### src/rtl/running_median_insertion_assert.svh
// Assertion macros for the running median block.
// Each macro expects a clock named clk and an active-low reset named arst_n in scope.
`ifndef RUNNING_MEDIAN_INSERTION_ASSERT_SVH
`define RUNNING_MEDIAN_INSERTION_ASSERT_SVH

// Same-cycle implication, checked outside reset.
`define RMI_ASSERT_SAME(label, ante, cons) \
	label: assert property (@(posedge clk) disable iff (!arst_n) (ante) |-> (cons)) \
		else $error("running_median_insertion: same-cycle check failed");

// Next-cycle implication, checked outside reset.
`define RMI_ASSERT_NEXT(label, ante, cons) \
	label: assert property (@(posedge clk) disable iff (!arst_n) (ante) |=> (cons)) \
		else $error("running_median_insertion: next-cycle check failed");

`endif

### src/rtl/rmi_pkg.sv
`timescale 1ns / 1ps
`default_nettype none

package rmi_pkg;

	localparam int unsigned SAMPLE_W   = 32;
	localparam int unsigned ORD_W      = 8;
	localparam int unsigned GROUP_SIZE = 16;
	localparam int unsigned GROUP_W    = 4;

	typedef logic signed [SAMPLE_W-1:0] word_t;

	typedef struct packed {
		logic signed [SAMPLE_W-1:0] sample;
		logic                       start_of_set;
	} in_item_t;

	typedef struct packed {
		logic signed [SAMPLE_W-1:0] median;
		logic [ORD_W-1:0]           median_number;
		logic                       overflow;
	} out_item_t;

endpackage

`default_nettype wire

### src/rtl/rmi_cell.sv
`timescale 1ns / 1ps
`default_nettype none

// One slot of the sorted row. Slot IDX holds the element of rank IDX.
module rmi_cell #(
	parameter int unsigned IDX = 0,
	parameter int unsigned CW  = 9
) (
	input  wire logic            clk,
	input  wire logic            ins,
	input  wire logic [CW-1:0]   eff_count,
	input  wire rmi_pkg::word_t  sample,
	input  wire rmi_pkg::word_t  prev_val,
	input  wire logic            prev_gt,
	output rmi_pkg::word_t       val,
	output logic                 gt
);
	import rmi_pkg::*;

	logic  occ;
	logic  at_end;
	word_t val_q;

	assign occ    = eff_count > CW'(IDX);
	assign at_end = eff_count == CW'(IDX);
	// strictly greater: equal values stay ahead of the new sample
	assign gt     = occ && (val_q > sample);
	assign val    = val_q;

	always_ff @(posedge clk) begin
		if (ins) begin
			if (prev_gt) begin
				val_q <= prev_val;
			end else if (gt || at_end) begin
				val_q <= sample;
			end
		end
	end

endmodule

`default_nettype wire

### config.mk
export PLATFORM = sky130hd
export DESIGN_NAME = rmi_cell
export DESIGN_NICKNAME = d
export VERILOG_FILES = /design/src/rtl/running_median_insertion_assert.svh /design/src/rtl/rmi_pkg.sv /design/src/rtl/rmi_cell.sv
export SDC_FILE = /design/constraint.sdc
export NUM_CORES = 1
export LEC_CHECK = 0
export BUFFER_PORTS_ARGS = -buffer_cell sky130_fd_sc_hd__buf_2
export CAP_MARGIN = 25
export CORE_MARGIN = 3
export CORE_UTILIZATION = 41
export DETAILED_ROUTE_END_ITERATION = 8
export GPL_ROUTABILITY_DRIVEN = 0
export GPL_TIMING_DRIVEN = 0
export PLACE_DENSITY = 0.87
export SETUP_SLACK_MARGIN = 0.4
export SLEW_MARGIN = 15
export SYNTH_ARGS = -nofsm -noshare
export SYNTH_HDL_FRONTEND = slang
export SYNTH_SLANG_ARGS = --single-unit
### constraint.sdc
create_clock -name clk -period 4.6 [get_ports clk]
set_clock_uncertainty 0.2 [all_clocks]
set_input_delay 1.38 -clock clk [delete_from_list [all_inputs] [get_ports clk]]
set_output_delay 1.38 -clock clk [all_outputs]
set_load 0.05 [all_outputs]
Word level (Yosys, flattened, before mapping)
Cells that the tools add are included.
{"block": "totals", "ff_bits": 32, "in_bits": 76, "output_inout_bits": 33, "elab_cells": 10}
{"block": "op_classes", "n_lt_le_gt_ge": 2, "n_mux": 2, "reduce_logical": 5}
{"cell": "32-bit 2-to-1 mux", "n": 2}
{"cell": "32-bit greater-than comparator", "n": 1}
{"cell": "9-bit by 1-bit greater-than comparator with 1-bit output, second input constant", "n": 1}
{"cell": "9-bit zero test", "n": 1}
{"cell": "2-bit AND reduction", "n": 1}
{"cell": "2-bit nonzero test", "n": 1}
{"cell": "1-bit logical AND", "n": 1}
{"cell": "1-bit logical OR", "n": 1}

Logic depth before layout (Yosys ltp)
Gate-level depths: netlist of run 1.
{"block": "depth", "word_depth": 5, "ltp_mapped": 8}

Worst setup path before layout of run 1
OpenSTA, ideal clock, no wires.
{"block": "synth_path", "path_type": "input to output", "startpoint": "in sample[1]", "endpoint": "out gt", "arrival_time_ps": 3565, "t_required_ps": 3020, "slack_ps": -545, "cell_stages": 8, "n_path_buf": 0, "path_cell_list": "inv_1 ha_1 nor2b_1 o211ai_1 a2111oi_0 o31a_1 nor2_1 o21ai_0"}
{"block": "synth_via", "elab_chain_cells": 2}
{"item": "start: declaration", "line_no": "rmi_cell.sv:12", "rtl": "input wire rmi_pkg::word_t sample,"}
{"item": "32-bit greater-than comparator", "line_no": "rmi_cell.sv:27", "rtl": "assign gt = occ && (val_q > sample);"}
{"item": "1-bit logical AND", "line_no": "rmi_cell.sv:27"}
{"item": "end: declaration", "line_no": "rmi_cell.sv:16", "rtl": "output logic gt"}
Every way passes these cells.

Final worst setup path of run 1
Same ends and word-level chain as after synthesis.

==> results of run 1 <==
[kinds of logic after synthesis]
| logic type | Yosys count | synth area share |
|---|---|---|
| simple gates | 67 | 0.144 |
| mux | 1 | 0.00526 |
| fa+ha+maj | 32 | 0.187 |
| compound gates | 57 | 0.147 |
| flops | 32 | 0.449 |
| buf+inv | 39 | 0.0683 |
[cells in the mapped netlist (2+ instances only)]
library cell,instances
a21o_1,2
a21oi_1,13
a221o_1,2
clkbuf_1,6
edfxtp_1,32
ha_1,32
inv_1,32
nand2_1,40
nand3_1,4
nand4_1,9
nor2_1,4
nor4_1,4
o21ai_0,36
[worst register-to-register path, delay by kind of cell (launching register included)]
family	cells	cell delay, ns
simple gates	6	1.45
fa+ha+maj	1	0.32
buf+inv	3	0.67
flops	1	0.43
[report_power, final]
group	switching (uW)	internal, uW	total, uW	leakage (uW)
combinational	297	162	459	0.00112
sequential	31.2	377	408	0.000313
clock	97.1	99.7	197	0.0000391
total	426	639	1060	0.00148
[per-stage QoR]
stage,std cells,power [uW],setup TNS [ns],utilization,hold slack (ns)
after global placement,402,817,-19.66,0.605,1.46
final,419,1060,-0.272,0.660,1.18
after floorplan,228,708,-0.0326,-,1.37
after CTS,418,1060,-0.271,0.649,1.17
after global routing,419,1120,-0.348,0.660,1.19
after detailed placement,404,838,-0.489,0.611,1.18
[per-layer routing]
layer  vias to the layer above  global-route usage  share of wire
li1                       1063                   -              -
met1                      1002               0.235           0.41
met2                        76               0.360           0.51
met3                        13              0.0356          0.058
met4                         0              0.0787          0.022
met5                         -                   0              0
[final timing paths]
kind | start | to | cells after the start
setup reg to reg | val[31] | val[15] | 10
hold reg to reg | val[31] | val[25] | 4
setup / recovery | sample[1] | gt | 10
hold / removal | val[31] | val[25] | 4
[cell type report]
type                       instances  share of cell area
multi-input combinational        157               0.399
sequential                        32               0.298
timing repair buffer             117               0.200
inverter                          32              0.0443
tap                               67              0.0260
clock buffer                       5              0.0214
buffer                             7             0.00816
clock inverter                     2             0.00233
[timing repair]
item / 4_1_cts / 5_1_grt
buffers inserted: 7 / 1
endpoints found under the hold margin: 0 / 0
resized for setup: 15 / 6
pin swaps: 14 / 6
endpoints found under the setup margin: 1 / 1
==> metrics.md, run 1 <==
| Metric | Value |
|---|---|
| Final period util | 1.06 |
| Crit path kind | in -> out |
| Post-synth top area share | 0.449 |
| WP buf/inv | 3 |
| Die Y | 78.3 um |
| Post-layout minimum cycle time | 4.87 ns |
| Vias in the first global route | 2203 |
| RSZ-0062 raised after global routing | yes |
| Worst skew pair latency | 0.27 ns |
| Worst Path Arrival | 3.29 ns |
| Yosys cell types | 25 |
| Netlist Area Pre-Place | 0.00214 sq mm |
| Violated checks | setup timing |
| Share of post-route cells with drive strength above 1 | 0.469 |
| Synth warn | 0 |
| Delay-heaviest family, CP | compound AO/OA/AOI/OAI gates |
| Global route overflow | 0 |
| CTS Root Cell | clkbuf_8 |
| P_leak | 0.00148 uW |
| Core area | 0.00488 sq mm |
| Drt wl/cell | 14.8 um |
| Pin count of the biggest net entering global routing | 14 |
| DR iter-0 viols | 82 |
| Leading area contributor after synthesis | edfxtp_1 |
| Die ar. | 0.00613 sq mm |
| Crit path largest cell delay | 0.43 ns |
| Max-slew violations | 0 |
| Mapped Avg Cell Area | 9.39 sq um |
| Pre-CTS WS | -0.489 ns |
| H-tree levels | 2 |
| CP max stage cell | or4_4 |
| Initial antenna violation count | 0 |
| Vias | 2154 |
| First-pass GRT wire length | 9660 um |
| Final hold vios | 0 |
| Status | finished with violations |
| Drt via density | 5.14 |
| PortBufs | 107 |
| Worst Tran Pin Value | 0.528 ns |
| Number of flip-flops in the largest register | 32 |
| Max cap viols | 0 |
| TritonCTS clock tree | yes |
| Area Overhead vs Synth | 50.3% |
| Area after DPL | 0.00298 sq mm |
| Startpoint types | input port |
| Nets | 460 |
| Seq/Total Area, Yosys | 0.449 |
| FF/Latch Area | 961 sq um |
| Peak supply drop | 208 uV |
| CP Data Required Time | 3.02 ns |
| Top Ports | 109 |
| Dpl hpwl | 4920 um |
| Syn Inst Count | 228 |
| Pwr dens | 331 mW/mm^2 |
| Worst-path maximum fanout | 2 |
| Asr flop ratio synth | 0 |
| Crit-path cells | buf_2 -> inv_2 -> ha_4 -> nor2b_1 -> o211ai_1 -> a2111oi_4 -> o31a_1 -> or4_4 -> o21ai_4 -> buf_8 |
| Achievable frequency | 205 MHz |
| Die W | 78.3 um |
| Largest cells by area after synthesis | edfxtp_1, ha_1, o21ai_0, nand2_1, inv_1 |
| Hold Path Class | reg -> reg |
| Routed WL | 6200 um |
| Initial core utilization | 0.439 |
| Multi-input logic area | 0.00128 sq mm |
| Worst-path clk slew | 0.06 ns |
| Design area | 0.00322 sq mm |
| Number of inserted diodes | 0 |
| CTS max path bufs | 2 |
| Fillcell total | 419 |
| Count of state elements after synthesis | 32 |
| GR Util All Layers | 0.200 |
| Drt pass-1 iters | 4 |
| Most frequent cells in the layout | buf_2, nand2_1, o21ai_0, edfxtp_1, inv_1 |
| Number of routed nets with antenna violations | 0 |
| Top FF cell, synth | edfxtp_1 |
| TritonCTS Sinks | 32 |
| CTS Buf Count | 5 |
| Row count | 25 |
| Final worst slack | -0.272 ns |
| R2r setup slk | 1.29 ns |
| Crit. End Element | primary output |
| Number of synthesized flops with an enable pin | 32 |
| Syn Nets | 336 |
| Max-slew headroom | 0.647 |
| Final Setup Violations | 1 |
| Most common cell after layout, fill and taps aside | buf_2 |
| Post-route DRC violation count | 0 |
| Hold buffers post-CTS | 0 |
Note: power is estimated with default switching activity, not from simulation.
==> inputs of run 2 (changes only) <==
--- a/config.mk
+++ b/config.mk
@@ -13,8 +13,9 @@
 export GPL_ROUTABILITY_DRIVEN = 0
 export GPL_TIMING_DRIVEN = 0
 export PLACE_DENSITY = 0.87
-export SETUP_SLACK_MARGIN = 0.4
+export SETUP_SLACK_MARGIN = 0.02
 export SLEW_MARGIN = 15
 export SYNTH_ARGS = -nofsm -noshare
 export SYNTH_HDL_FRONTEND = slang
 export SYNTH_SLANG_ARGS = --single-unit
+export TNS_END_PERCENT = 30
==> run 2 against run 1 <==
Compared with the run above:
- the flow still finishes with violations (setup timing)
- fmax grew 0.16%
- die area is the same
- non-clock buffer count shrank 2
- largest power group unchanged
- global-route usage shrank 0.45 points
- largest cell class unchanged
- critical endpoint unchanged
==> metrics.md, run 2 (synthesized netlist as in run 1, its figures left out) <==
| Metric | Value |
|---|---|
| Max-slew headroom | 0.611 |
| Max-slew violations | 0 |
| Worst Tran Pin Value | 0.582 ns |
| Drt pass-1 iters | 4 |
| Violated checks | setup timing |
| Post-layout minimum cycle time | 4.86 ns |
| PortBufs | 107 |
| TritonCTS Sinks | 32 |
| Crit path from | sample[31] |
| Cell Int Power | 640 uW |
| Final worst slack | -0.264 ns |
| Routed WL | 6000 um |
| Final hold vios | 0 |
| Max cap viols | 0 |
| Vias | 2109 |
| Area Overhead vs Synth | 49.8% |
| Worst Setup EP | gt |
| Share of post-route cells with drive strength above 1 | 0.470 |
| Fillcell total | 394 |
| Die Y | 78.3 um |
| Status | finished with violations |
| Initial antenna violation count | 0 |
| Vias in the first global route | 2133 |
| Global route overflow | 0 |
| P_sw | 427 uW |
| Achievable frequency | 206 MHz |
| CTS max path bufs | 2 |
| Hold Path Class | in -> reg |
| Initial core utilization | 0.439 |
| Number of flip-flops in the largest register | 32 |
| P_leak | 0.00148 uW |
| Drt via density | 5.05 |
| CTS Buf Count | 5 |
| Startpoint types | input port |
| FF/Latch Area | 961 sq um |
| H-tree levels | 2 |
| Row count | 25 |
| Top Ports | 109 |
| CP most frequent cell | buf_4 |
| Worst skew pair latency | 0.28 ns |
| Part of the power in the clock network | 0.193 |
| Die W | 78.3 um |
| WP depth | 11 |
| Worst Path Arrival | 3.28 ns |
| CTS Root Cell | clkbuf_8 |
| Crit-path cells | buf_2 -> inv_4 -> ha_4 -> nand4_1 -> buf_4 -> nor4_1 -> o31a_1 -> buf_4 -> nor2_1 -> o21ai_4 -> buf_8 |
| Final period util | 1.06 |
| Pwr Total | 1070 uW |
| Dpl hpwl | 4900 um |
| CP Data Required Time | 3.02 ns |
| Most common cell after layout, fill and taps aside | buf_2 |
| Area after DPL | 0.00298 sq mm |
| Post-route DRC violation count | 0 |
| Die ar. | 0.00613 sq mm |
| Pin count of the biggest net entering global routing | 14 |
| Sequential share of power | 0.384 |
| Final hold slack | 1.17 ns |
| First-pass GRT wire length | 9490 um |
| Crit. End Element | primary output |
| CP max stage cell | nor4_1 |
| TNS Setup | -0.264 ns |
| R2r startpoint | val[30] |
| Crit path largest cell delay | 0.45 ns |
| Crit path kind | in -> out |
| R2R depth | 9 |
| Worst-path clk slew | 0.07 ns |
| GR Util All Layers | 0.195 |
| Drt wl/cell | 14.4 um |
| Reg2Reg Capture Point | val[10] |
| Peak supply drop | 172 uV |
| Design area | 0.00321 sq mm |
| RSZ-0062 raised after global routing | yes |
| Multi-input logic area | 0.00127 sq mm |
| Delay-heaviest family, CP | simple AND/OR/NAND/NOR gates |
| TritonCTS clock tree | yes |
| Worst-path maximum fanout | 6 |
| Pwr dens | 333 mW/mm^2 |
| DR iter-0 viols | 58 |
| Hold Path Stages | 3 |
| Core area | 0.00488 sq mm |
| R2r setup slk | 1.36 ns |
| Number of inserted diodes | 0 |
| Comb pwr share | 0.423 |
| Nets | 458 |
| Number of routed nets with antenna violations | 0 |
| Final Setup Violations | 1 |
| WP buf/inv | 5 |
| Core Util, Final | 0.657 |
| Most frequent cells in the layout | buf_2, nand2_1, o21ai_0, edfxtp_1, inv_1 |
| Switching portion of total power | 0.400 |
run 2: cell count changes in the layout (fill, tap and decap cells not counted):
| cell | previous run | this run |
|---|---|---|
| inv_2 | 10 | 9 |
| buf_6 | 1 | 3 |
| buf_4 | 9 | 6 |
| buf_2 | 104 | 103 |
| clkinv_2 | 0 | 2 |
| a2111oi_1 | 0 | 1 |
| clkinv_1 | 2 | 1 |
| ha_2 | 1 | 2 |
| ha_1 | 16 | 15 |
| inv_4 | 4 | 5 |
| a2111oi_4 | 1 | 0 |
run 2: worst min-delay path: stages:
cell and delay, ns:
buf_2 0.07, nand2_1 0.04, o21ai_0 0.05
run 2: layout make-up:
class / count / share of cell area
plain buffers: 7 / 0.00819
clock buffers: 5 / 0.0215
clock inverters: 3 / 0.00429
inverters: 32 / 0.0452
multi-input cells: 157 / 0.396
flip-flops and latches: 32 / 0.300
well taps: 67 / 0.0261
repair buffers: 115 / 0.199
run 2: worst min-delay path by stage:
stage / to / from / slack (ns)
2_1_floorplan: val[30] / prev_val[30] / 1.37
3_3_place_gp: val[30] / prev_val[30] / 1.46
3_5_place_dp: val[29] / val[31] / 1.26
4_1_cts: val[21] / prev_val[21] / 1.17
5_1_grt: val[2] / prev_val[2] / 1.17
6_report: val[21] / prev_val[21] / 1.17
run 2: stage by stage:
stage               worst slack [ns]  instances
floorplan                    -0.0326        228
global placement              -0.621        402
detailed placement            -0.477        404
CTS                           -0.256        418
global route                  -0.274        418
finish                        -0.264        418
run 2: metal layers:
layer,global-route usage,vias up,wire length (um)
li1,-,1057,-
met1,0.246,966,2550
met2,0.335,75,3020
met3,0.0378,11,330
met4,0.0664,0,100
met5,0,-,0
run 2: power by group through the flow:
stage	clock network [uW]	registers (uW)	logic, uW
2_1_floorplan	0	548	160
3_3_place_gp	0	414	403
3_5_place_dp	0	414	424
4_1_cts	211	409	453
5_1_grt	226	414	488
6_report	206	409	452
run 2: what timing repair did:
action                                  in CTS  in global routing
pin swaps                                   21                  6
setup buffers                                6                  0
hold buffers                                 0                  0
resized for setup                           21                  3
endpoints found under the setup margin       1                  1
==> inputs of run 3 (changes only) <==
--- a/config.mk
+++ b/config.mk
@@ -8,11 +8,12 @@
 export BUFFER_PORTS_ARGS = -buffer_cell sky130_fd_sc_hd__buf_2
 export CAP_MARGIN = 25
 export CORE_MARGIN = 3
-export CORE_UTILIZATION = 41
+export CORE_UTILIZATION = 25
 export DETAILED_ROUTE_END_ITERATION = 8
 export GPL_ROUTABILITY_DRIVEN = 0
 export GPL_TIMING_DRIVEN = 0
-export PLACE_DENSITY = 0.87
+export PLACE_DENSITY = 0.62
+export REMOVE_ABC_BUFFERS = 1
 export SETUP_SLACK_MARGIN = 0.02
 export SLEW_MARGIN = 15
 export SYNTH_ARGS = -nofsm -noshare
==> run 3 against run 2 <==
Compared with the run above:
- the flow still finishes with violations (setup timing)
- via count decreased by 1.6%
- die area is 59% higher
- hold slack lost 0.0039 ns
- design area down 0.23%
- sequential share of layout area up 0.070 points
- utilization is 27 points lower
- first-iteration DRC count shrank 12%
- clock power rose by 2%
- cell count increased by 8.9%
- critical path type unchanged
- critical endpoint unchanged
- highest routed layer unchanged
==> metrics.md, run 3 (synthesized netlist as in run 1, its figures left out) <==
| Metric | Value |
|---|---|
| CTS max path bufs | 2 |
| Number of inserted diodes | 0 |
| Area Overhead vs Synth | 49.4% |
| Worst-path clk slew | 0.07 ns |
| CTS Root Cell | clkbuf_8 |
| Fillcell total | 849 |
| WP buf/inv | 3 |
| PortBufs | 108 |
| Delay-heaviest family, CP | compound AO/OA/AOI/OAI gates |
| Number of flip-flops in the largest register | 32 |
| Worst Path Arrival | 3.30 ns |
| Multi-input logic area | 0.00120 sq mm |
| RSZ-0062 raised after global routing | yes |
| Post-route DRC violation count | 0 |
| CTS Buf Count | 5 |
| Pwr dens | 330 mW/mm^2 |
| Hold buffers post-CTS | 0 |
| Final worst slack | -0.280 ns |
| Initial antenna violation count | 0 |
| Max cap viols | 0 |
| Drt via density | 4.56 |
| Crit path kind | in -> out |
| Drt pass-1 iters | 4 |
| Final Setup Violations | 1 |
| Die Y | 98.6 um |
| Final period util | 1.06 |
| Dpl hpwl | 4730 um |
| Post-layout minimum cycle time | 4.88 ns |
| Die W | 98.6 um |
| Worst skew pair latency | 0.28 ns |
| Pin count of the biggest net entering global routing | 65 |
| GR Util All Layers | 0.127 |
| Drt wl/cell | 13.3 um |
| Peak supply drop | 102 uV |
| H-tree levels | 2 |
| Achievable frequency | 205 MHz |
| Worst Tran Pin Value | 0.627 ns |
| Crit. End Element | primary output |
| Final hold vios | 0 |
| Most frequent cells in the layout | buf_2, nand2_1, o21ai_0, edfxtp_1, inv_1 |
| Area after DPL | 0.00282 sq mm |
| Nets | 457 |
| Core Util, Final | 0.388 |
| Startpoint types | input port |
| TritonCTS clock tree | yes |
| Number of routed nets with antenna violations | 0 |
| First-pass GRT wire length | 9980 um |
| TritonCTS Sinks | 32 |
| Top Ports | 109 |
| Core area | 0.00826 sq mm |
| Crit path largest cell delay | 0.54 ns |
| Routed WL | 6050 um |
| Design area | 0.00320 sq mm |
| Max-slew violations | 0 |
| Status | finished with violations |
| Worst-path maximum fanout | 2 |
| FF/Latch Area | 961 sq um |
| Initial core utilization | 0.259 |
| CP max stage cell | or4_4 |
| Crit-path cells | buf_6 -> inv_4 -> ha_4 -> a21oi_2 -> o21ai_2 -> a221o_1 -> a211o_1 -> or4_4 -> o21ai_2 -> buf_6 |
| Max-slew headroom | 0.581 |
| Share of post-route cells with drive strength above 1 | 0.446 |
| Vias in the first global route | 2110 |
| Most common cell after layout, fill and taps aside | buf_2 |
| Die ar. | 0.00972 sq mm |
| Vias | 2076 |
| Violated checks | setup timing |
| Row count | 33 |
| CP Data Required Time | 3.02 ns |
| P_leak | 0.00150 uW |
| Hold Path Class | in -> reg |
| Global route overflow | 0 |
| DR iter-0 viols | 51 |
-- run 3: changes by cell type in the layout (fill, tap and decap cells not counted), sizes merged --
cell / change
buf: +5
clkbuf: -4
clkinv: -2
-- run 3: layout make-up --
class                           count  area share
Clock buffer                        7      0.0238
Clock inverter                      1     0.00117
Inverter                           32      0.0391
Multi-Input combinational cell    157       0.375
Sequential cell                    32       0.300
Tap cell                          105      0.0410
Timing Repair Buffer              121       0.220
-- run 3: repair_timing --
action,in CTS,in global routing
hold endpoints to repair,0,0
gates resized for setup,37,2
pin swaps,23,0
buffers inserted,10,0
setup endpoints to repair,1,1
-- run 3: metrics by stage --
step	hold slack [ns]	setup slack [ns]	setup TNS (ns)	cells	total power, uW
floorplan	1.37	-0.545	-0.545	221	669
global placement	1.46	-0.986	-32.10	434	786
detailed placement	1.34	-0.622	-0.670	436	802
CTS	1.16	-0.308	-0.308	454	1070
global route	1.17	-0.391	-0.391	455	1130
finish	1.17	-0.280	-0.280	455	1060
-- run 3: worst reg2reg max path: stages (launching register included) --
cell      delay, ns
edfxtp_1       0.44
ha_4           0.31
nand4_1        0.13
buf_4          0.16
buf_4          0.13
nor4_1         0.38
nand2_1        0.13
and3_2         0.24
nand2_1        0.07
nand4_1        0.50
buf_8          0.38
buf_8          0.17
-- run 3: final timing paths --
kind              slack [ns]  endpoint         start  depth (start not counted)
setup / recovery       -0.28        gt    sample[21]                         10
hold / removal          1.17   val[18]  prev_val[18]                          3
setup reg to reg        1.12   val[25]       val[30]                         11
hold reg to reg         1.35    val[1]       val[15]                          5
-- run 3: report_power, final --
part	internal [uW]	total, uW	switching [uW]
combinational	156	442	286
sequential	377	405	28.5
clock	105	210	104
-- run 3: metal layers --
metal  share of wire  GRT usage  vias up
met5               0          0        -
met4           0.013     0.0378        0
met3           0.057     0.0255        6
met2            0.51      0.222       67
met1            0.42      0.158      947
li1                -          -     1056
